### src/design/gsb_pkg.sv
// Shared types and constants for the grid surface bilinear sampler.
package gsb_pkg;

    localparam int DIM_W      = 7;
    localparam int IDX_W      = 6;
    localparam int FRAC_W     = 16;
    localparam int COORD_W    = 32;
    localparam int LANES      = 3;
    localparam int UV_W       = 18;
    localparam int UNIT_W     = 17;
    localparam int FU_W       = UNIT_W + DIM_W;
    localparam int CMD_W      = 2;
    localparam int CFG_IDX_W  = 1;
    localparam int PT_W       = LANES * COORD_W;
    localparam int IN_DATA_W  = 2 * IDX_W + PT_W + 2 * UV_W;
    localparam int OUT_DATA_W = PT_W;

    typedef logic [DIM_W-1:0] dim_t;

    localparam dim_t DIM_RESET = 7'd64;

    localparam logic [CFG_IDX_W-1:0] REG_GRID_ROWS = 1'b0;
    localparam logic [CFG_IDX_W-1:0] REG_GRID_COLS = 1'b1;

    localparam logic [CMD_W-1:0] CMD_WRITE  = 2'd0;
    localparam logic [CMD_W-1:0] CMD_READ   = 2'd1;
    localparam logic [CMD_W-1:0] CMD_SAMPLE = 2'd2;

    localparam logic [UNIT_W-1:0] UNIT_ONE = 17'h10000;

    typedef enum logic [2:0] {
        OP_NOP,
        OP_WRITE,
        OP_READ,
        OP_SAMPLE,
        OP_FLAG
    } op_t;

    typedef struct packed {
        dim_t rows;
        dim_t cols;
    } dims_t;

    // one classified word handed from front to back
    typedef struct packed {
        op_t               op;
        dim_t              r0;
        dim_t              r1;
        dim_t              c0;
        dim_t              c1;
        logic [FRAC_W-1:0] tc;
        logic [FRAC_W-1:0] tr;
        logic [PT_W-1:0]   pdata;
    } desc_t;

    typedef enum logic [1:0] {
        F_IDLE,
        F_MUL,
        F_PUSH
    } fstate_t;

    typedef enum logic [3:0] {
        B_CLEAR,
        B_IDLE,
        B_WRITE,
        B_RD0,
        B_RD1,
        B_S0,
        B_S1,
        B_S2,
        B_S3,
        B_S4,
        B_S5,
        B_S6,
        B_S7,
        B_OUT
    } bstate_t;

endpackage

### src/design/gsb_front.sv
// Front end: accepts words, scales u/v and classifies them into descriptors.
module gsb_front (
    input  logic                          clk,
    input  logic                          rst_n,
    input  logic                          enable,
    input  logic                          in_valid,
    output logic                          in_ready,
    input  logic [gsb_pkg::CMD_W-1:0]     in_cmd,
    input  logic [gsb_pkg::IN_DATA_W-1:0] in_data,
    input  gsb_pkg::dims_t                dims,
    input  logic                          q_full,
    output logic                          push,
    output gsb_pkg::desc_t                desc
);

    localparam int ROW_LO = 0;
    localparam int COL_LO = ROW_LO + gsb_pkg::IDX_W;
    localparam int PT_LO  = COL_LO + gsb_pkg::IDX_W;
    localparam int U_LO   = PT_LO + gsb_pkg::PT_W;
    localparam int V_LO   = U_LO + gsb_pkg::UV_W;

    gsb_pkg::fstate_t state_reg, state_next;

    logic [gsb_pkg::CMD_W-1:0]  cmd_reg;
    logic [gsb_pkg::IDX_W-1:0]  row_reg;
    logic [gsb_pkg::IDX_W-1:0]  col_reg;
    logic [gsb_pkg::PT_W-1:0]   pdata_reg;
    logic [gsb_pkg::UNIT_W-1:0] u_reg;
    logic [gsb_pkg::UNIT_W-1:0] v_reg;
    logic [gsb_pkg::FU_W-1:0]   fu_reg;
    logic [gsb_pkg::FU_W-1:0]   fv_reg;

    gsb_pkg::dim_t cols_m1;
    gsb_pkg::dim_t rows_m1;
    logic [gsb_pkg::DIM_W:0] cw;
    logic [gsb_pkg::DIM_W:0] rw;
    gsb_pkg::dim_t c0;
    gsb_pkg::dim_t r0;
    logic in_range;
    logic accept;

    function automatic logic [gsb_pkg::UNIT_W-1:0] clamp_unit(
        input logic signed [gsb_pkg::UV_W-1:0] t
    );
        logic [gsb_pkg::UNIT_W-1:0] r;
        if (t[gsb_pkg::UV_W-1])
        begin
            r = '0;
        end
        else if (t > 18'sd65536)
        begin
            r = gsb_pkg::UNIT_ONE;
        end
        else
        begin
            r = t[gsb_pkg::UNIT_W-1:0];
        end
        return r;
    endfunction

    assign cols_m1 = dims.cols - gsb_pkg::dim_t'(1);
    assign rows_m1 = dims.rows - gsb_pkg::dim_t'(1);
    assign accept  = in_valid && in_ready;

    always_ff @(posedge clk or negedge rst_n)
    begin
        if (!rst_n)
        begin
            state_reg <= gsb_pkg::F_IDLE;
        end
        else
        begin
            state_reg <= state_next;
        end
    end

    always_comb
    begin
        state_next = state_reg;
        in_ready   = 1'b0;
        push       = 1'b0;
        case (state_reg)
            gsb_pkg::F_IDLE:
            begin
                in_ready = enable;
                if (in_valid && enable)
                begin
                    state_next = gsb_pkg::F_MUL;
                end
            end
            gsb_pkg::F_MUL:
            begin
                state_next = gsb_pkg::F_PUSH;
            end
            gsb_pkg::F_PUSH:
            begin
                push = !q_full;
                if (!q_full)
                begin
                    state_next = gsb_pkg::F_IDLE;
                end
            end
            default:
            begin
                state_next = gsb_pkg::F_IDLE;
            end
        endcase
    end

    always_ff @(posedge clk)
    begin
        if (accept)
        begin
            cmd_reg   <= in_cmd;
            row_reg   <= in_data[ROW_LO +: gsb_pkg::IDX_W];
            col_reg   <= in_data[COL_LO +: gsb_pkg::IDX_W];
            pdata_reg <= in_data[PT_LO +: gsb_pkg::PT_W];
            u_reg     <= clamp_unit(in_data[U_LO +: gsb_pkg::UV_W]);
            v_reg     <= clamp_unit(in_data[V_LO +: gsb_pkg::UV_W]);
        end
        if (state_reg == gsb_pkg::F_MUL)
        begin
            fu_reg <= gsb_pkg::FU_W'(u_reg) * gsb_pkg::FU_W'(cols_m1);
            fv_reg <= gsb_pkg::FU_W'(v_reg) * gsb_pkg::FU_W'(rows_m1);
        end
    end

    // cell index, clamped to the last row/column
    assign cw = fu_reg[gsb_pkg::FU_W-1:gsb_pkg::FRAC_W];
    assign rw = fv_reg[gsb_pkg::FU_W-1:gsb_pkg::FRAC_W];
    assign c0 = ({1'b0, cols_m1} < cw) ? cols_m1 : cw[gsb_pkg::DIM_W-1:0];
    assign r0 = ({1'b0, rows_m1} < rw) ? rows_m1 : rw[gsb_pkg::DIM_W-1:0];

    assign in_range = ({1'b0, row_reg} < dims.rows) && ({1'b0, col_reg} < dims.cols);

    always_comb
    begin
        desc.op    = gsb_pkg::OP_NOP;
        desc.r0    = {1'b0, row_reg};
        desc.c0    = {1'b0, col_reg};
        desc.r1    = {1'b0, row_reg};
        desc.c1    = {1'b0, col_reg};
        desc.tc    = fu_reg[gsb_pkg::FRAC_W-1:0];
        desc.tr    = fv_reg[gsb_pkg::FRAC_W-1:0];
        desc.pdata = pdata_reg;
        case (cmd_reg)
            gsb_pkg::CMD_WRITE:
            begin
                desc.op = in_range ? gsb_pkg::OP_WRITE : gsb_pkg::OP_FLAG;
            end
            gsb_pkg::CMD_READ:
            begin
                desc.op = in_range ? gsb_pkg::OP_READ : gsb_pkg::OP_FLAG;
            end
            gsb_pkg::CMD_SAMPLE:
            begin
                desc.op = gsb_pkg::OP_SAMPLE;
                desc.r0 = r0;
                desc.c0 = c0;
                desc.r1 = ({1'b0, r0} + 8'd1 < {1'b0, dims.rows}) ?
                          r0 + gsb_pkg::dim_t'(1) : r0;
                desc.c1 = ({1'b0, c0} + 8'd1 < {1'b0, dims.cols}) ?
                          c0 + gsb_pkg::dim_t'(1) : c0;
            end
            default:
            begin
                desc.op = gsb_pkg::OP_NOP;
            end
        endcase
    end

endmodule

### config.mk
export PLATFORM = sky130hd
export DESIGN_NAME = gsb_front
export DESIGN_NICKNAME = d
export VERILOG_FILES = /design/src/design/gsb_pkg.sv /design/src/design/gsb_front.sv
export SDC_FILE = /design/constraint.sdc
export NUM_CORES = 1
export LEC_CHECK = 0
export BUFFER_PORTS_ARGS = -buffer_cell sky130_fd_sc_hd__buf_2
export CORE_UTILIZATION = 30
export CTS_CLUSTER_SIZE = 28
export DETAILED_ROUTE_END_ITERATION = 7
export GPL_ROUTABILITY_DRIVEN = 0
export GPL_TIMING_DRIVEN = 0
export PLACE_DENSITY = 0.48
export RECOVER_POWER = 100
export SETUP_SLACK_MARGIN = 0.02
export SLEW_MARGIN = 40
export SYNTH_ARGS = -nofsm -noshare
export SYNTH_HDL_FRONTEND = slang
export SYNTH_SLANG_ARGS = --single-unit
### constraint.sdc
create_clock -name clk -period 4.8 [get_ports clk]
set_clock_uncertainty 0.2 [all_clocks]
set_input_delay 0 -clock clk [delete_from_list [all_inputs] [get_ports clk]]
set_output_delay 0 -clock clk [all_outputs]
set_load 0.01 [all_outputs]
======== Word-level counts from Yosys, hierarchy flattened ========
Index checks and enable logic that the tools add are counted.
W data, S select, Z words.
operators by class
  eq/ne operators ......................... 6
  order comparisons ....................... 8
  multipliers ............................. 2
  multiplexer cells ....................... 15
  reduce and logical (&&, ||, !) cells .... 9
  add/sub/neg operators ................... 6
operators with widths
  operator                number
  $mul A17 B7 Y24         2
  $gt A18 B18 Y1 const B  2
  $mux W17                2
  $mux W28                1
  $mux W7                 4
  $add A7 B1 Y8 const B   2
  $lt A7 B8 Y1            2
  $lt A8 B7 Y1            2
  $add A7 B1 Y7 const B   2
  $lt A6 B7 Y1            2
  $sub A7 B1 Y7 const B   2
  $pmux W3 S3             1
  $mux W3                 2
  $pmux W2 S3             1
  $eq A2 B1 Y1 const B    2
  $eq A2 B2 Y1 const B    2
  $logic_not A2 Y1        2
  $mux W2                 2
  $ne A2 B2 Y1 const B    2
  $reduce_or A2 Y1        2
  $logic_and A1 B1 Y1     3
  $mux W1                 2
  $reduce_and A2 Y1       1
  $logic_not A1 Y1        1
storage, ports and cells
  input bits .............................. 165
  logic and storage cells ................. 57
  output and inout port bits .............. 161
  register bits after elaboration ......... 194

======== Logic depth before layout (Yosys ltp) ========
  depth in word-level cells ............... 7
  gate-level depth with buffers ........... 29
  depth with buffers taken out ............ 24

======== Least setup slack after synthesis ========
OpenSTA, ideal clock, no wires.
  path kind ............................... input-to-reg
  start ................................... input dims[0] (netlist name)
  end ..................................... register fu_reg[22] (netlist name), data pin
  buffers on the path ..................... 3
  cell stages on the path ................. 23
  setup slack ............................. -1.170 ns
  arrival time ............................ 5.505 ns
  data required time ...................... 4.335 ns
  library setup time ...................... 0.265 ns
  cell sequence ........................... inv_1 -> clkbuf_1 -> ha_1 -> nand3_1 -> xnor2_1 -> clkbuf_1 -> clkbuf_1 -> and2_1 -> fa_1 -> fa_1 -> fa_1 -> inv_1 -> fa_1 -> inv_1 -> ha_1 -> or3_1 -> a21oi_1 -> a311oi_1 -> nor3_1 -> o311ai_0 -> o41ai_1 -> o21ai_0 -> xor2_1
on the way
  longest elaborated chain between the ends .. 2
RTL lines
  item                  line              RTL
  from (decl)           gsb_front.sv:10   input gsb_pkg::dims_t dims,
  $sub A7 B1 Y7         gsb_front.sv:61   assign cols_m1 = dims.cols - gsb_pkg::dim_t'(1);
  $mul A17 B7 Y24       gsb_front.sv:123  fu_reg <= gsb_pkg::FU_W'(u_reg) * gsb_pkg::FU_W'(cols_m1);
  to (signal assigned)  gsb_front.sv:123
  to (decl)             gsb_front.sv:30   logic [gsb_pkg::FU_W-1:0] fu_reg;
Every way passes these cells.
A chain may end at the register's enable or synchronous reset.

======== Worst setup path after layout ========
  start ................................... register u_reg[4] (netlist name)
  end ..................................... register fu_reg[20] (netlist name), data pin
on the way
  longest elaborated chain between the ends .. 1
RTL lines
  item                    line              RTL
  from (decl)             gsb_front.sv:28   logic [gsb_pkg::UNIT_W-1:0] u_reg;
  from (signal assigned)  gsb_front.sv:118  u_reg <= clamp_unit(in_data[U_LO +: gsb_pkg::UV_W]);
  $mul A17 B7 Y24         gsb_front.sv:123
Every way passes these cells.

==> impl_metrics.toml <==
[drt]
met3_length_mm = 2.64
drc_errors = 0
topRoutingLayerUsed = "met5"
drt_iter0_drc = 612
drt_wl_total_mm = 50.0
wl_met2_mm = 23.8
firstDrtPassIters = 4
via_count = 13100
wl_per_cell_um = 17.5
viasPerCell = 4.61
routedLengthMet1_mm = 22.6
antenna_left = 0

[floorplan]
io_pins = 326
rows = 83
die-width_um = 231
die-area_um2 = 53500
dieHeight_um = 231
start_util_pct = 30.5
core_um2 = 51600

[clock_tree]
numCtsBuffers = 17
cts_root_buffer = "clkbuf_16"
clkLatencyLatePin_ps = 490
cts-htree-levels = 4
clk_path_buf_depth = 2
tritoncts = "yes"
path_clk_slew_ps = 90
cts_sinks = 194

[critical_path]
path_cells = "and2_4 -> fa_1 -> inv_1 -> fa_1 -> inv_1 -> fa_1 -> inv_1 -> fa_1 -> inv_2 -> ha_4 -> a21o_1 -> a21oi_4 -> a311oi_4 -> nor3_4 -> o311ai_4 -> o41ai_4 -> o21ba_4 -> xnor2_2"
critical_path_arrival_ps = 5260
slowest_delay_ps = 520
cp_max_fo = 6
critPathKind = "flip-flop to flip-flop"
crit_top_cell = "fa_1"
critPathSlowestCell = "fa_1"
crit_path_start_kind = "flip-flop"
rr_endpoint = "fu_reg[20]"
reg2reg_from = "u_reg[4]"
cpLargestDelayFamily = "adder cells"
worst-r2r-setup-slack_ps = -400
cp.required_ps = 4860
worst_r2r_path_depth = 18
endpoint_kind = "flip-flop"
crit_buf_inv = 4

[worst_hold_path]
hp-class = "primary input to flip-flop"
whs_endpoint = "row_reg[1]"
worstHoldStart = "in_data[1]"
holdPathStages = 2

[synth]
ys_types = 60
synthCells = 1440
ys_ff_latch = 194
ys_async_sr_fraction_pct = 1.03
synth_edf_count = 192
synth_ff_type = "edfxtp_1"
syn_nets = 1875
syn_area_um2 = 15800
synth-seq-area-share_pct = 36.9
synth_area_per_cell_um2 = 10.9
yosys_warnings = 0

[placement]
placed_cells = 2450
dp_hpwl_mm = 35.3
portBuffers = 324

[final_layout]
largest_reg_flops = 96
final_util_pct = 46.2
fillers = 4842
fin_nets = 2592
area_growth_pct = 51.1
drive_above_1_share_pct = 26.5
final_cell_mix = "dlygate4sd3_1 (261), edfxtp_1 (192), inv_1 (190)"
final_common_cell = "dlygate4sd3_1"
finalNonFillerCells = 2852

[sta]
setup_violations = 30
fin_tns_setup_ps = -6290
timing.final.ws_setup_ps = -399
hold_viol = 0
period_share_pct = 108
hold_slack_ps = 57.2
report.final.slew_viol_count = 30
fmax_mhz = 192
worst_slew_pin_slew_ps = 2100
slew_headroom_pct = -40.1
rsz0062_at_grt = "yes"
period_needed_ps = 5200

[global_route]
grt_use_total_pct = 19.0
grt_max_degree = 44
grt_pass1_vias = 14000
grt.overflow.total = 0
antenna_found_initial = 2
grt_first_pass_wirelength_mm = 76.9

[run]
drv_cap = 1

[pwr]
power_mw = 10.1
power.density_nw_per_um2 = 424
static-leakage-power_nw = 10.4
peakVddDrop_v = 0.000238

[run_status]
violations = "max-capacitance violations, max-slew violations, negative setup slack"
status = "complete, but fails checks"
[Yosys cell counts, drive strengths merged (4+ instances only)]
cell    instances  area, um2
nor2b          39        244
xnor2          43        377
xor2           20        175
mux2            7       86.3
or3             4       25.0
inv           210        788
edfxtp        192       5770
ha            122       1530
a311oi          5       43.8
o21bai          8       60.1
o211ai          4       30.0
buf            37        274
o21ai          42        210
nand4           6       37.5
o21a            9       67.6
and2          167       1040
nor3           16       80.1
mux2i          14        140
and3            7       43.8
fa            148       2960
nand2         121        459
nand3          19       95.1
a21oi          50        254
a21o           29        218
nor4           12       75.1
o31ai           4       30.0
a211oi          9       82.6
nor2           28        110
clkbuf         28        105
nand2b          4       25.0
[where the power goes]
group	leakage (nW)	internal, mW	total, mW	switching, mW
Clock	0.300	0.719	1.53	0.814
Sequential	1.81	2.25	2.35	0.106
Combinational	8.27	2.99	6.22	3.23
Total	10.4	5.95	10.1	4.15
[worst max path at each step]
stage,start,endpoint,slack (ps),cells past startpoint
after floorplan,dims[0],fu_reg[22],-440,22
after global placement,dims[0],desc[132],-1780,29
after detailed placement,dims[3],fu_reg[22],-1660,23
after CTS,fu_reg[18],desc[134],-350,23
after global routing,u_reg[4],fu_reg[20],-520,18
final,u_reg[4],fu_reg[20],-400,18
[area by class of cell]
class                   instances  area (um2)  share of cell area (%)
diodes                          2        5.00                  0.0210
plain buffers                  64         678                    2.85
clock buffers                  17         425                    1.79
clock inverters                15         191                   0.803
inverters                     210         811                    3.40
multi-input cells             972       10100                    42.3
flip-flops and latches        194        5820                    24.4
well taps                     680         851                    3.57
repair buffers                698        4980                    20.9
[cell families after synthesis]
kind of cell	after synthesis	share of synthesized area, %
and+or+nand+nor	439	15.0
muxes	21	1.44
xor gates and xnor gates	63	3.50
DFF	194	36.9
AOI/OAI and AO/OA	178	7.29
adders and majority gates	270	28.5
buffers and inverters	275	7.40
[repair_timing]
action                                 in CTS  in global routing
endpoints found under the hold margin     179                  0
resized for setup                         195                 80
cloned                                      1                  0
setup endpoints to repair                  40                 35
pin swaps                                 117                 65
setup buffers                              83                 28
hold buffers                              261                  0
[worst register-to-register path: cells and delay by family (launching register included)]
kind                     cells  cell delay (ps)
AO/OA/AOI/OAI                6             1390
adder cells (fa/ha/maj)      5             2280
XOR/XNOR                     1              120
AND/OR/NAND/NOR              2              280
flip-flops                   1              510
buffers and inverters        4              210
[per-layer routing]
layer,global-route usage [%],vias up
met3,4.63,52
met1,24.9,6536
met5,0,-
met4,6.23,2
li1,-,6208
met2,30.6,336
[through the flow]
stage | worst slack [ps] | cell area (um2)
after floorplan | -444 | 16200
after global placement | -1780 | 18700
after detailed placement | -1660 | 18800
after CTS | -351 | 23600
after global routing | -523 | 23800
final | -399 | 23800
Power figures use the tool's default switching activity.
