[config.mk]
export PLATFORM = sky130hd
export DESIGN_NAME = gsb_queue
export DESIGN_NICKNAME = d
export VERILOG_FILES = /design/src/design/gsb_pkg.sv /design/src/design/gsb_queue.sv
export SDC_FILE = /design/constraint.sdc
export NUM_CORES = 1
export LEC_CHECK = 0
export BUFFER_PORTS_ARGS = -buffer_cell sky130_fd_sc_hd__buf_2
export CAP_MARGIN = 20
export CELL_PAD_IN_SITES_DETAIL_PLACEMENT = 0
export CELL_PAD_IN_SITES_GLOBAL_PLACEMENT = 1
export CORE_MARGIN = 3
export CORE_UTILIZATION = 50
export CTS_BUF_LIST = sky130_fd_sc_hd__clkbuf_8
export CTS_CLUSTER_DIAMETER = 80
export DETAILED_ROUTE_END_ITERATION = 7
export HOLD_SLACK_MARGIN = 0.1
export PLACE_DENSITY = 0.9
export SETUP_SLACK_MARGIN = 0.5
export SLEW_MARGIN = 25
export SYNTH_ARGS = -nofsm -noshare
export SYNTH_HDL_FRONTEND = slang
export SYNTH_SLANG_ARGS = --single-unit
[constraint.sdc]
create_clock -name clk -period 19.6 [get_ports clk]
set_clock_uncertainty 0.15 [all_clocks]
set_input_delay 3.92 -clock clk [delete_from_list [all_inputs] [get_ports clk]]
set_output_delay 3.92 -clock clk [all_outputs]
set_load 0.01 [all_outputs]
[src/design/gsb_pkg.sv]
// Shared types and constants for the grid surface bilinear sampler.
package gsb_pkg;

    localparam int DIM_W      = 7;
    localparam int IDX_W      = 6;
    localparam int FRAC_W     = 16;
    localparam int COORD_W    = 32;
    localparam int LANES      = 3;
    localparam int UV_W       = 18;
    localparam int UNIT_W     = 17;
    localparam int FU_W       = UNIT_W + DIM_W;
    localparam int CMD_W      = 2;
    localparam int CFG_IDX_W  = 1;
    localparam int PT_W       = LANES * COORD_W;
    localparam int IN_DATA_W  = 2 * IDX_W + PT_W + 2 * UV_W;
    localparam int OUT_DATA_W = PT_W;

    typedef logic [DIM_W-1:0] dim_t;

    localparam dim_t DIM_RESET = 7'd64;

    localparam logic [CFG_IDX_W-1:0] REG_GRID_ROWS = 1'b0;
    localparam logic [CFG_IDX_W-1:0] REG_GRID_COLS = 1'b1;

    localparam logic [CMD_W-1:0] CMD_WRITE  = 2'd0;
    localparam logic [CMD_W-1:0] CMD_READ   = 2'd1;
    localparam logic [CMD_W-1:0] CMD_SAMPLE = 2'd2;

    localparam logic [UNIT_W-1:0] UNIT_ONE = 17'h10000;

    typedef enum logic [2:0] {
        OP_NOP,
        OP_WRITE,
        OP_READ,
        OP_SAMPLE,
        OP_FLAG
    } op_t;

    typedef struct packed {
        dim_t rows;
        dim_t cols;
    } dims_t;

    // one classified word handed from front to back
    typedef struct packed {
        op_t               op;
        dim_t              r0;
        dim_t              r1;
        dim_t              c0;
        dim_t              c1;
        logic [FRAC_W-1:0] tc;
        logic [FRAC_W-1:0] tr;
        logic [PT_W-1:0]   pdata;
    } desc_t;

    typedef enum logic [1:0] {
        F_IDLE,
        F_MUL,
        F_PUSH
    } fstate_t;

    typedef enum logic [3:0] {
        B_CLEAR,
        B_IDLE,
        B_WRITE,
        B_RD0,
        B_RD1,
        B_S0,
        B_S1,
        B_S2,
        B_S3,
        B_S4,
        B_S5,
        B_S6,
        B_S7,
        B_OUT
    } bstate_t;

endpackage

[src/design/gsb_queue.sv]
// Two-entry descriptor queue between front and back.
module gsb_queue (
    input  logic           clk,
    input  logic           rst_n,
    input  logic           push,
    input  gsb_pkg::desc_t din,
    output logic           full,
    input  logic           pop,
    output gsb_pkg::desc_t dout,
    output logic           empty
);

    gsb_pkg::desc_t mem_reg [2];
    logic           wr_ptr_reg;
    logic           rd_ptr_reg;
    logic [1:0]     count_reg;
    logic [1:0]     count_next;

    assign full  = (count_reg == 2'd2);
    assign empty = (count_reg == 2'd0);
    assign dout  = mem_reg[rd_ptr_reg];

    always_comb
    begin
        case ({push, pop})
            2'b10:   count_next = count_reg + 2'd1;
            2'b01:   count_next = count_reg - 2'd1;
            default: count_next = count_reg;
        endcase
    end

    always_ff @(posedge clk or negedge rst_n)
    begin
        if (!rst_n)
        begin
            wr_ptr_reg <= 1'b0;
            rd_ptr_reg <= 1'b0;
            count_reg  <= 2'd0;
        end
        else
        begin
            if (push)
            begin
                wr_ptr_reg <= !wr_ptr_reg;
            end
            if (pop)
            begin
                rd_ptr_reg <= !rd_ptr_reg;
            end
            count_reg <= count_next;
        end
    end

    always_ff @(posedge clk)
    begin
        if (push)
        begin
            mem_reg[wr_ptr_reg] <= din;
        end
    end

endmodule

Word-level counts from Yosys, hierarchy flattened
Memories as Yosys holds them, arrays and structs flattened.
Index checks and enable logic that the tools add are counted.
- bits in read-only memories: 0
- logic and storage cells: 16
- bits in latches: 0
- input port bits: 163
- register bits after elaboration: 4
- memory bits (writable): 318
- memories kept: 1
- output and inout port bits: 161
- memories (memory ; depth ; bits a word ; read ports ; clocked after memory_dff ; write ports ; line ; source):
    mem_reg ; 2 ; 159 ; 1 ; 0 ; 1 ; gsb_queue.sv:13 ; gsb_pkg::desc_t mem_reg [2];
- divide/modulo/power cells: 0
- equal/unequal tests: 3
- shifts and indexed selects: 0
- bitwise gates (word level): 0
- muxes and demuxes: 3
- add/sub/neg operators: 2
- multiply operators: 0
- reduce and logical (&&, ||, !) cells: 4
- $lt $le $gt $ge: 0
- operator list (operator ; number):
    2-bit == test, second input constant ; 2
    2-bit case mux with 2 select lines ; 1
    2-bit by 1-bit adder with 2-bit output, second input constant ; 1
    2-bit by 1-bit == test with 1-bit output, second input constant ; 1
    1-bit logical NOT ; 2
    2-bit logical NOT ; 1
    1-bit 2-to-1 mux ; 2
    2-bit nonzero test ; 1
    2-bit by 1-bit subtractor with 2-bit output, second input constant ; 1

Longest topological paths before layout
Gate-level depths: netlist of the first run.
- depth in word-level cells: 2
- mapped depth: 5
- mapped depth without buffers: 5

Worst setup path before layout of the first run
No wires, ideal clock.
- kind: input to register
- from: input port push
- to: memory mem_reg[0][0] in the netlist's numbering, enable pin
- buffers on the path: 0
- cell stages on the path: 2
- slack: 8.130 ns
- library setup time: 0.684 ns
- data arrival time: 10.636 ns
- required time: 18.766 ns
- cell sequence: inv_1 nor2_1
- longest elaborated chain between the ends: 2
- RTL lines (what ; line ; source):
    start, declared ; gsb_queue.sv:5 ; input logic push,
    1-bit 2-to-1 mux ; gsb_queue.sv:56 ; if (push)
    1-bit 2-to-1 mux (not written as such) ; gsb_queue.sv:58 ; mem_reg[wr_ptr_reg] <= din;
    end, declared ; gsb_queue.sv:13 ;
No other way between the ends.

==> out/metrics.yaml, run 1 <==
synthesis:
  ys_async_sr_fraction: 0.0124
  postSynthCellCount: 511
  yosysMostFrequentCell: "edfxtp_1"
  ys_ff_latch: 322
  synth-warning-count: 0
  ys_seq_area_frac: 0.800
  synth_area_mm2: 0.0121
  synth_commonest_cells: "edfxtp_1, mux2_4, mux2_2"
  synth_area_leaders: "edfxtp_1, mux2_4, mux2_2"
  synth_top_area_cell: "edfxtp_1"
  synth_cell_type_count: 13
  netlist.area_leader.share: 0.792
  synth_edf_count: 318
  ys.flop_type: "edfxtp_1"
  synth_nets: 675
  synth_area_per_cell_um2: 23.6
worst_setup_path:
  cp.arrival_ns: 2.91
  reg2regPathDepth: 2
  critPathRequiredTime_ns: 15.53
  cp_max_fo: 52
  r2r_end: "rd_ptr_reg"
  path_class: "reg -> out"
  critPathCaptureType: "primary output"
  r2r_start: "rd_ptr_reg"
  startpoint_type: "register"
  reg2reg_setup_slack_ns: 17.35
clocking:
  cts_buffers: 49
  cts_max_path_buffers: 3
  cts_tree: "yes"
  clk_latency_ns: 0.53
  h-tree-depth: 2
  cts_hold_buf: 0
  clk_pin_slew_ns: 0.06
  ctsRootBufferMaster: "clkbuf_8"
  cts-resized-gates: 0
  cts_setup_buffers: 0
  numClockSinks: 322
grt:
  grt.overflow.total: 0
  grt_use_met1: 0.195
  grt_max_degree: 85
  grt_usage: 0.167
  gr-max-usage-layer: "met2"
  grt_pass1_wl_um: 33800
  grt_util_met2: 0.283
  first_global_vias: 6404
  use_met3: 0.0621
  antenna_found_initial: 3
floorplanning:
  dieArea_mm2: 0.0260
  core_mm2: 0.0236
  die-height_um: 161
  io_pins: 324
  start_util: 0.511
  dieWidth_um: 161
  num_rows: 56
timing:
  finalSetupViolCount: 0
  setup_tns_ns: 0
  rsz0062_at_grt: "no"
  min_period_ns: 6.98
  worst_slew_pin_slew_ns: 1.01
  fin_crit_sh: 0.356
  hold_viol_final: 0
  drv_slew: 0
  maxSlewHeadroom: 0.329
  max_freq_mhz: 143
pwr:
  p_leak_nw: 5.93
  p_per_area_mw_per_mm2: 141
  ir_worst_vdd_v: 0.0000971
finish:
  largest_reg_flops: 318
  drive_gt1_frac: 0.606
  finalInstanceArea_mm2: 0.0149
  syn_to_final_growth_pct: 23.1
  final_nets: 1037
  instances_no_fill: 1227
drt:
  drc_errors: 0
  avgViaCountPerCell: 4.89
  vias: 6002
  firstDrtPassIters: 4
  ant_nets: 0
  wl_per_cell_um: 18.1
  drt-initial-drc-count: 275
  wl_um: 22200
placement:
  dp_cells: 1141
  hpwl_um: 14700
  gp_congestion: 0.743
  io_buffer_count: 323
  postPlaceCellArea_mm2: 0.0140
flow_run:
  maxCapViolations: 0
min_path:
  hold-path-cell-count: 1
  min_path_type: "reg -> reg"
  min_to: "count_reg[1]"
  hold_start: "count_reg[1]"
outcome:
  status: "completed"
[cells by family after synthesis]
group	count (synthesis)	synth area share
flip-flops	322	0.800
multiplexers	159	0.180
buffers and inverters	19	0.0140
adder cells (fa/ha/maj)	1	0.00104
AND/OR/NAND/NOR	5	0.00197
XOR/XNOR	5	0.00363
[power by group]
part           total [W]  switching [W]  internal [W]  leakage, nW
sequential      0.000971      0.0000555      0.000916         3.03
combinational   0.000633       0.000314      0.000319         2.40
clock           0.000487       0.000230      0.000258        0.501
[area by class of cell]
| cell class | count | area [um2] |
|---|---|---|
| timing repair buffer | 329 | 1670 |
| multi-input combinational | 170 | 2260 |
| antenna | 3 | 7.51 |
| tap | 319 | 399 |
| inverter | 1 | 3.75 |
| clock buffer | 49 | 674 |
| fill | 1688 | 8760 |
| sequential | 322 | 9650 |
| clock inverter | 34 | 188 |
[per-layer routing]
layer  up-vias  wire [um]
met3        49       2010
met2       270      11300
met4         4        573
met1      2913       8360
li1       2766          -
met5         -         25
[how the worst max path moves through the flow]
stage          startpoint       endpoint  slack [ns]  cells past startpoint
2_1_floorplan        push  mem_reg[0][0]        8.13                      2
3_3_place_gp   rd_ptr_reg        dout[3]       12.96                      3
3_5_place_dp   rd_ptr_reg        dout[5]       13.19                      3
4_1_cts        rd_ptr_reg        dout[5]       12.58                      3
5_1_grt        rd_ptr_reg       dout[44]       12.46                      3
6_report       rd_ptr_reg        dout[5]       12.62                      3
[metrics by stage]
step / hold WS [ns] / utilization / total power, W / worst slack [ns]
final: 0.346 / 0.629 / 0.00209 / 12.62
after global routing: 0.353 / 0.629 / 0.00220 / 12.46
after CTS: 0.345 / 0.629 / 0.00212 / 12.58
after detailed placement: 0.325 / 0.592 / 0.00163 / 13.19
after global placement: 0.326 / 0.592 / 0.00162 / 12.96
after floorplan: 0.306 / - / 0.00144 / 8.13
[cells in the final DEF, fill, tap and decap left out, drive strengths merged, types with 3 or more instances in the layout]
master  netlist  final
buf          18    329
clkbuf        0     49
clkinv        0     17
dfrtp         4      4
diode         0      3
edfxtp      318    318
inv           1     16
mux2        159    159
nor2          3      3
xor2          3      3
[worst max-delay path, cell delays in order, from the launching register on]
cell	delay, ns
dfrtp_4	0.95
buf_4	0.75
mux2_2	0.43
buf_2	0.15
(Power assumes the default switching activity.)
==> inputs of run 2 (changes only) <==
--- a/config.mk
+++ b/config.mk
@@ -10,12 +10,12 @@
 export CELL_PAD_IN_SITES_DETAIL_PLACEMENT = 0
 export CELL_PAD_IN_SITES_GLOBAL_PLACEMENT = 1
 export CORE_MARGIN = 3
-export CORE_UTILIZATION = 50
+export CORE_UTILIZATION = 42
 export CTS_BUF_LIST = sky130_fd_sc_hd__clkbuf_8
 export CTS_CLUSTER_DIAMETER = 80
 export DETAILED_ROUTE_END_ITERATION = 7
 export HOLD_SLACK_MARGIN = 0.1
-export PLACE_DENSITY = 0.9
+export PLACE_DENSITY = 0.81
 export SETUP_SLACK_MARGIN = 0.5
 export SLEW_MARGIN = 25
 export SYNTH_ARGS = -nofsm -noshare
==> constraint.sdc (replaced) <==
create_clock -name clk -period 5.65 [get_ports clk]
set_clock_uncertainty 0.15 [all_clocks]
set_input_delay 1.13 -clock clk [delete_from_list [all_inputs] [get_ports clk]]
set_output_delay 1.13 -clock clk [all_outputs]
set_load 0.01 [all_outputs]
==> run 2 against run 1 <==
  * Register-to-register slack worse by 14 ns
  * Sequential power rose to 3.4 times the previous value
  * Die area increased by 18%
  * Global-route usage shrank 2.2 points
  * Final cell count increased by 6.0%
  * Utilization down 9.0 points
==> out/metrics.yaml, run 2 (synthesis results as in run 1) <==
outcome:
  status: "completed"
finish:
  syn_to_final_growth_pct: 25.1
  final_common_cell: "buf_2"
  fillers: 2251  # +33%
  drive_gt1_frac: 0.610  # +0.00468
  mostFrequentLayoutCells: "buf_2, edfxtp_1, mux2_4"
  final_nets: 1045  # +0.77%
  largest_reg_flops: 318  # unchanged
grt:
  grt_max_degree: 83  # -2.4%
  grt_pass1_wl_um: 34700  # +2.8%
  grt_usage: 0.144  # -0.0222
  grt.overflow.total: 0  # unchanged
  first_global_vias: 6424  # +0.31%
  antenna_found_initial: 3  # unchanged
worst_setup_path:
  startpoint_type: "register"
  critPathCaptureType: "primary output"
  path_class: "reg -> out"
  reg2regPathDepth: 3  # +1
  cp_max_fo: 34  # -35%
  critPathRequiredTime_ns: 4.37  # -11.16 ns
  cp.arrival_ns: 2.58  # -0.33 ns
placement:
  hpwl_um: 15800  # +7.6%
  gp_congestion: 0.734  # -1.1%
  io_buffer_count: 323  # unchanged
timing:
  min_period_ns: 3.86
  maxSlewHeadroom: 0.533  # +0.205
  setup_tns_ns: 0  # unchanged
  fin_crit_sh: 0.683
  rsz0062_at_grt: "no"
  worst_slew_pin_slew_ns: 0.700  # -0.307 ns
  drv_slew: 0  # unchanged
  hold_viol_final: 0  # unchanged
  finalSetupViolCount: 0  # unchanged
  max_freq_mhz: 259
clocking:
  h-tree-depth: 2  # unchanged
  cts_setup_buffers: 0  # unchanged
  numClockSinks: 322  # unchanged
  clk_pin_slew_ns: 0.06  # about the same
  cts_tree: "yes"
  cts-resized-gates: 0  # unchanged
  clk_latency_ns: 0.54  # about the same
  ctsRootBufferMaster: "clkbuf_8"
  cts_buffers: 51  # +4.1%
  cts_max_path_buffers: 3  # unchanged
  cts_hold_buf: 0  # unchanged
drt:
  drt-initial-drc-count: 237  # -14%
  ant_nets: 0  # unchanged
  firstDrtPassIters: 4  # unchanged
  wl_um: 23200  # +4.6%
  vias: 6027  # +0.42%
  drc_errors: 0  # unchanged
  wl_per_cell_um: 17.9  # -1.4%
  avgViaCountPerCell: 4.63  # -5.3%
pwr:
  finalPower_w: 0.00743  # +260%
  p_leak_nw: 6.05  # +2.0%
  ir_worst_vdd_v: 0.000378  # +290%
  p_per_area_mw_per_mm2: 492  # +250%
floorplanning:
  core_mm2: 0.0280  # +19%
  io_pins: 324  # unchanged
  start_util: 0.431  # -0.0802
  die-height_um: 175  # +8.8%
  num_rows: 61  # +8.9%
  dieArea_mm2: 0.0308  # +18%
  dieWidth_um: 175  # +8.8%
min_path:
  min_path_type: "in -> async"
flow_run:
  maxCapViolations: 0  # unchanged
## run 2: routing by layer
layer | share of wire | global-route usage
met2 | 0.49 | 0.240
met4 | 0.030 | 0.0574
met3 | 0.090 | 0.0540
met5 | 0.00073 | 0
met1 | 0.39 | 0.171
## run 2: worst max-delay path, cell delays in order, from the launching register on
cell and delay [ns]:
dfrtp_4 0.80, buf_12 0.31, buf_4 0.40, mux2_4 0.34, buf_2 0.14
## run 2: final cells by class
type                       instances  area [um2]  area share
sequential                       322        9650       0.639
multi-input combinational        170        2260       0.149
timing repair buffer             335        1740       0.116
clock buffer                      55         757      0.0501
tap                              378         473      0.0313
clock inverter                    38         205      0.0136
antenna                            2        5.00    0.000332
inverter                           1        3.75    0.000249
## run 2: metrics by stage
step / hold slack (ns) / area (um2) / instances / setup slack, ns / util
finish: 0.243 / 15100 / 1301 / 1.79 / 0.539
global route: 0.204 / 15100 / 1301 / 1.64 / 0.539
CTS: 0.203 / 15100 / 1299 / 1.71 / 0.539
detailed placement: 0.339 / 14100 / 1206 / 2.31 / 0.504
global placement: 0.327 / 14100 / 1205 / 2.18 / 0.504
floorplan: 0.306 / 12100 / 511 / 1.55 / -
## run 2: worst paths after layout
check                        startpoint             end  slack [ns]
hold / removal                    rst_n      wr_ptr_reg        0.24
setup reg to reg             wr_ptr_reg  mem_reg[0][47]        3.47
hold reg to reg            count_reg[1]    count_reg[1]        0.35
max in group asynchronous         rst_n      rd_ptr_reg        4.96
setup / recovery             rd_ptr_reg        dout[75]        1.79
min in group clk           count_reg[1]    count_reg[1]        0.35
## run 2: power by group
| part | internal [W] | switching [W] | total, W |
|---|---|---|---|
| clock | 0.000986 | 0.000837 | 0.00182 |
| sequential | 0.00317 | 0.000166 | 0.00334 |
| combinational | 0.00113 | 0.00114 | 0.00227 |
| total | 0.00529 | 0.00214 | 0.00743 |
==> inputs of run 3 (changes only) <==
--- a/config.mk
+++ b/config.mk
@@ -10,12 +10,12 @@
 export CELL_PAD_IN_SITES_DETAIL_PLACEMENT = 0
 export CELL_PAD_IN_SITES_GLOBAL_PLACEMENT = 1
 export CORE_MARGIN = 3
-export CORE_UTILIZATION = 42
+export CORE_UTILIZATION = 46
 export CTS_BUF_LIST = sky130_fd_sc_hd__clkbuf_8
 export CTS_CLUSTER_DIAMETER = 80
 export DETAILED_ROUTE_END_ITERATION = 7
 export HOLD_SLACK_MARGIN = 0.1
-export PLACE_DENSITY = 0.81
+export PLACE_DENSITY = 0.84
 export SETUP_SLACK_MARGIN = 0.5
 export SLEW_MARGIN = 25
 export SYNTH_ARGS = -nofsm -noshare
==> constraint.sdc (replaced) <==
create_clock -name clk -period 3.8 [get_ports clk]
set_clock_uncertainty 0.15 [all_clocks]
set_input_delay 0.76 -clock clk [delete_from_list [all_inputs] [get_ports clk]]
set_output_delay 0.76 -clock clk [all_outputs]
set_load 0.01 [all_outputs]
==> run 3 against run 2 <==
  * Via count rose by 0.38%
  * Worst hold slack got worse by 0.0097 ns
  * Sequential cell count did not move
==> out/metrics.yaml, run 3 (synthesis results as in run 1) <==
outcome:
  status: "completed"
timing:
  fin_crit_sh: 0.823
  max_freq_mhz: 320
  min_period_ns: 3.13
  finalSetupViolCount: 0  # unchanged
  maxSlewHeadroom: 0.429  # -0.104
  hold_viol_final: 0  # unchanged
  final.setup.worst_slack_ns: 0.672  # -1.12 ns
  rsz0062_at_grt: "no"
  worst_slew_pin_slew_ns: 0.857  # +0.157 ns
  setup_tns_ns: 0  # unchanged
  drv_slew: 0  # unchanged
clocking:
  ctsRootBufferMaster: "clkbuf_8"
  cts_max_path_buffers: 3  # unchanged
  cts-resized-gates: 0  # unchanged
  cts_buffers: 51  # unchanged
  numClockSinks: 322  # unchanged
  clk_pin_slew_ns: 0.06  # about the same
  clk_latency_ns: 0.55  # about the same
  cts_setup_buffers: 0  # unchanged
  cts_hold_buf: 1  # +1
  cts_tree: "yes"
  h-tree-depth: 2  # unchanged
worst_setup_path:
  startpoint_type: "register"
  path_class: "reg -> out"
  reg2regPathDepth: 2  # -1
  reg2reg_setup_slack_ns: 1.88  # -1.59 ns
  critPathCaptureType: "primary output"
  cp.arrival_ns: 2.22  # -0.36 ns
  r2r_end: "mem_reg[1][80]"
  critPathRequiredTime_ns: 2.89  # -1.48 ns
  r2r_start: "wr_ptr_reg"
  cp_max_fo: 38  # +12%
flow_run:
  maxCapViolations: 0  # unchanged
floorplanning:
  num_rows: 58  # -4.9%
  start_util: 0.474  # +0.0429
  dieWidth_um: 168  # -4.3%
  dieArea_mm2: 0.0282  # -8.4%
  core_mm2: 0.0255  # -9.1%
  io_pins: 324  # unchanged
  die-height_um: 168  # -4.3%
finish:
  syn_to_final_growth_pct: 24.7
  fillers: 1918  # -15%
  final_common_cell: "buf_2"
  regArea_mm2: 0.00965  # unchanged
  largest_reg_flops: 318  # unchanged
  mostFrequentLayoutCells: "buf_2, edfxtp_1, mux2_4"
  multi_input_area_mm2: 0.00226  # unchanged
  final_nets: 1043  # -0.19%
  drive_gt1_frac: 0.607  # -0.00342
grt:
  antenna_found_initial: 6  # +3
  grt.overflow.total: 0  # unchanged
  grt_pass1_wl_um: 35800  # +2.9%
  first_global_vias: 6502  # +1.2%
  grt_usage: 0.162  # +0.0181
  grt_max_degree: 97  # +17%
min_path:
  hold_start: "din[36]"
  min_to: "mem_reg[0][36]"
  min_path_type: "in -> reg"
  hold-path-cell-count: 1
pwr:
  swShare: 0.289  # +0.00102
  finalPower_w: 0.0110  # +48%
  comb_power_share: 0.310  # +0.004
  cell_internal_pwr_w: 0.00782  # +48%
  p_leak_nw: 6.01  # -0.67%
  p_per_area_mw_per_mm2: 731  # +49%
  p_seq_frac: 0.452  # +0.003
  ir_worst_vdd_v: 0.000463  # +22%
  clkPwrFrac: 0.238  # -0.007
  switching_power_w: 0.00318  # +48%
drt:
  avgViaCountPerCell: 4.86  # +4.8%
  wl_per_cell_um: 19.0  # +6.3%
  drt-initial-drc-count: 375  # +58%
  firstDrtPassIters: 4  # unchanged
  ant_nets: 0  # unchanged
  wl_um: 23700  # +1.8%
  vias: 6050  # +0.38%
  drc_errors: 0  # unchanged
placement:
  dp_slack_ns: 1.22  # -1.09 ns
  io_buffer_count: 323  # unchanged
  gp_congestion: 0.740  # +0.80%
  hpwl_um: 16100  # +2.2%
## run 3: power by group through the flow
stage               logic [W]  clock network (W)  registers, W
floorplan             0.00238                  0       0.00495
global placement      0.00345                  0       0.00501
detailed placement    0.00347                  0       0.00505
CTS                   0.00348            0.00272       0.00498
global route          0.00365            0.00289       0.00503
finish                0.00341            0.00262       0.00497
## run 3: area by class of cell
type / instances / area share
diodes: 3 / 0.000499
well taps: 330 / 0.0275
repair buffers: 333 / 0.118
flip-flops and latches: 322 / 0.642
inverters: 1 / 0.00108
multi-input cells: 170 / 0.150
clock buffers: 51 / 0.0467
clock inverters: 36 / 0.0139
## run 3: routing by layer
layer | global-route usage | wire length (um) | vias up
met5 | 0 | 36 | -
met4 | 0.0647 | 775 | 6
met3 | 0.0566 | 2200 | 61
met2 | 0.277 | 11900 | 276
met1 | 0.190 | 8780 | 2926
li1 | - | - | 2781
## run 3: worst max-delay path by stage
stage	start	endpoint	slack, ns	depth (start not counted)
final	rd_ptr_reg	dout[142]	0.67	3
after floorplan	push	mem_reg[0][0]	0.11	2
after global placement	rd_ptr_reg	dout[13]	1.22	3
after global routing	rd_ptr_reg	dout[135]	0.56	3
after detailed placement	rd_ptr_reg	dout[19]	1.22	3
after CTS	rd_ptr_reg	dout[13]	0.59	3
## run 3: critical path, cell delays in order (launching register included)
cell,delay (ns)
dfrtp_4,0.79
buf_12,0.34
mux2_4,0.33
buf_2,0.14
## run 3: through the flow
stage	cell area, um2	util	hold WS [ns]	cells
after floorplan	12100	-	0.306	511
after global placement	14100	0.554	0.326	1155
after detailed placement	14100	0.554	0.330	1155
after CTS	15000	0.590	0.191	1243
after global routing	15000	0.590	0.192	1246
final	15000	0.590	0.233	1246
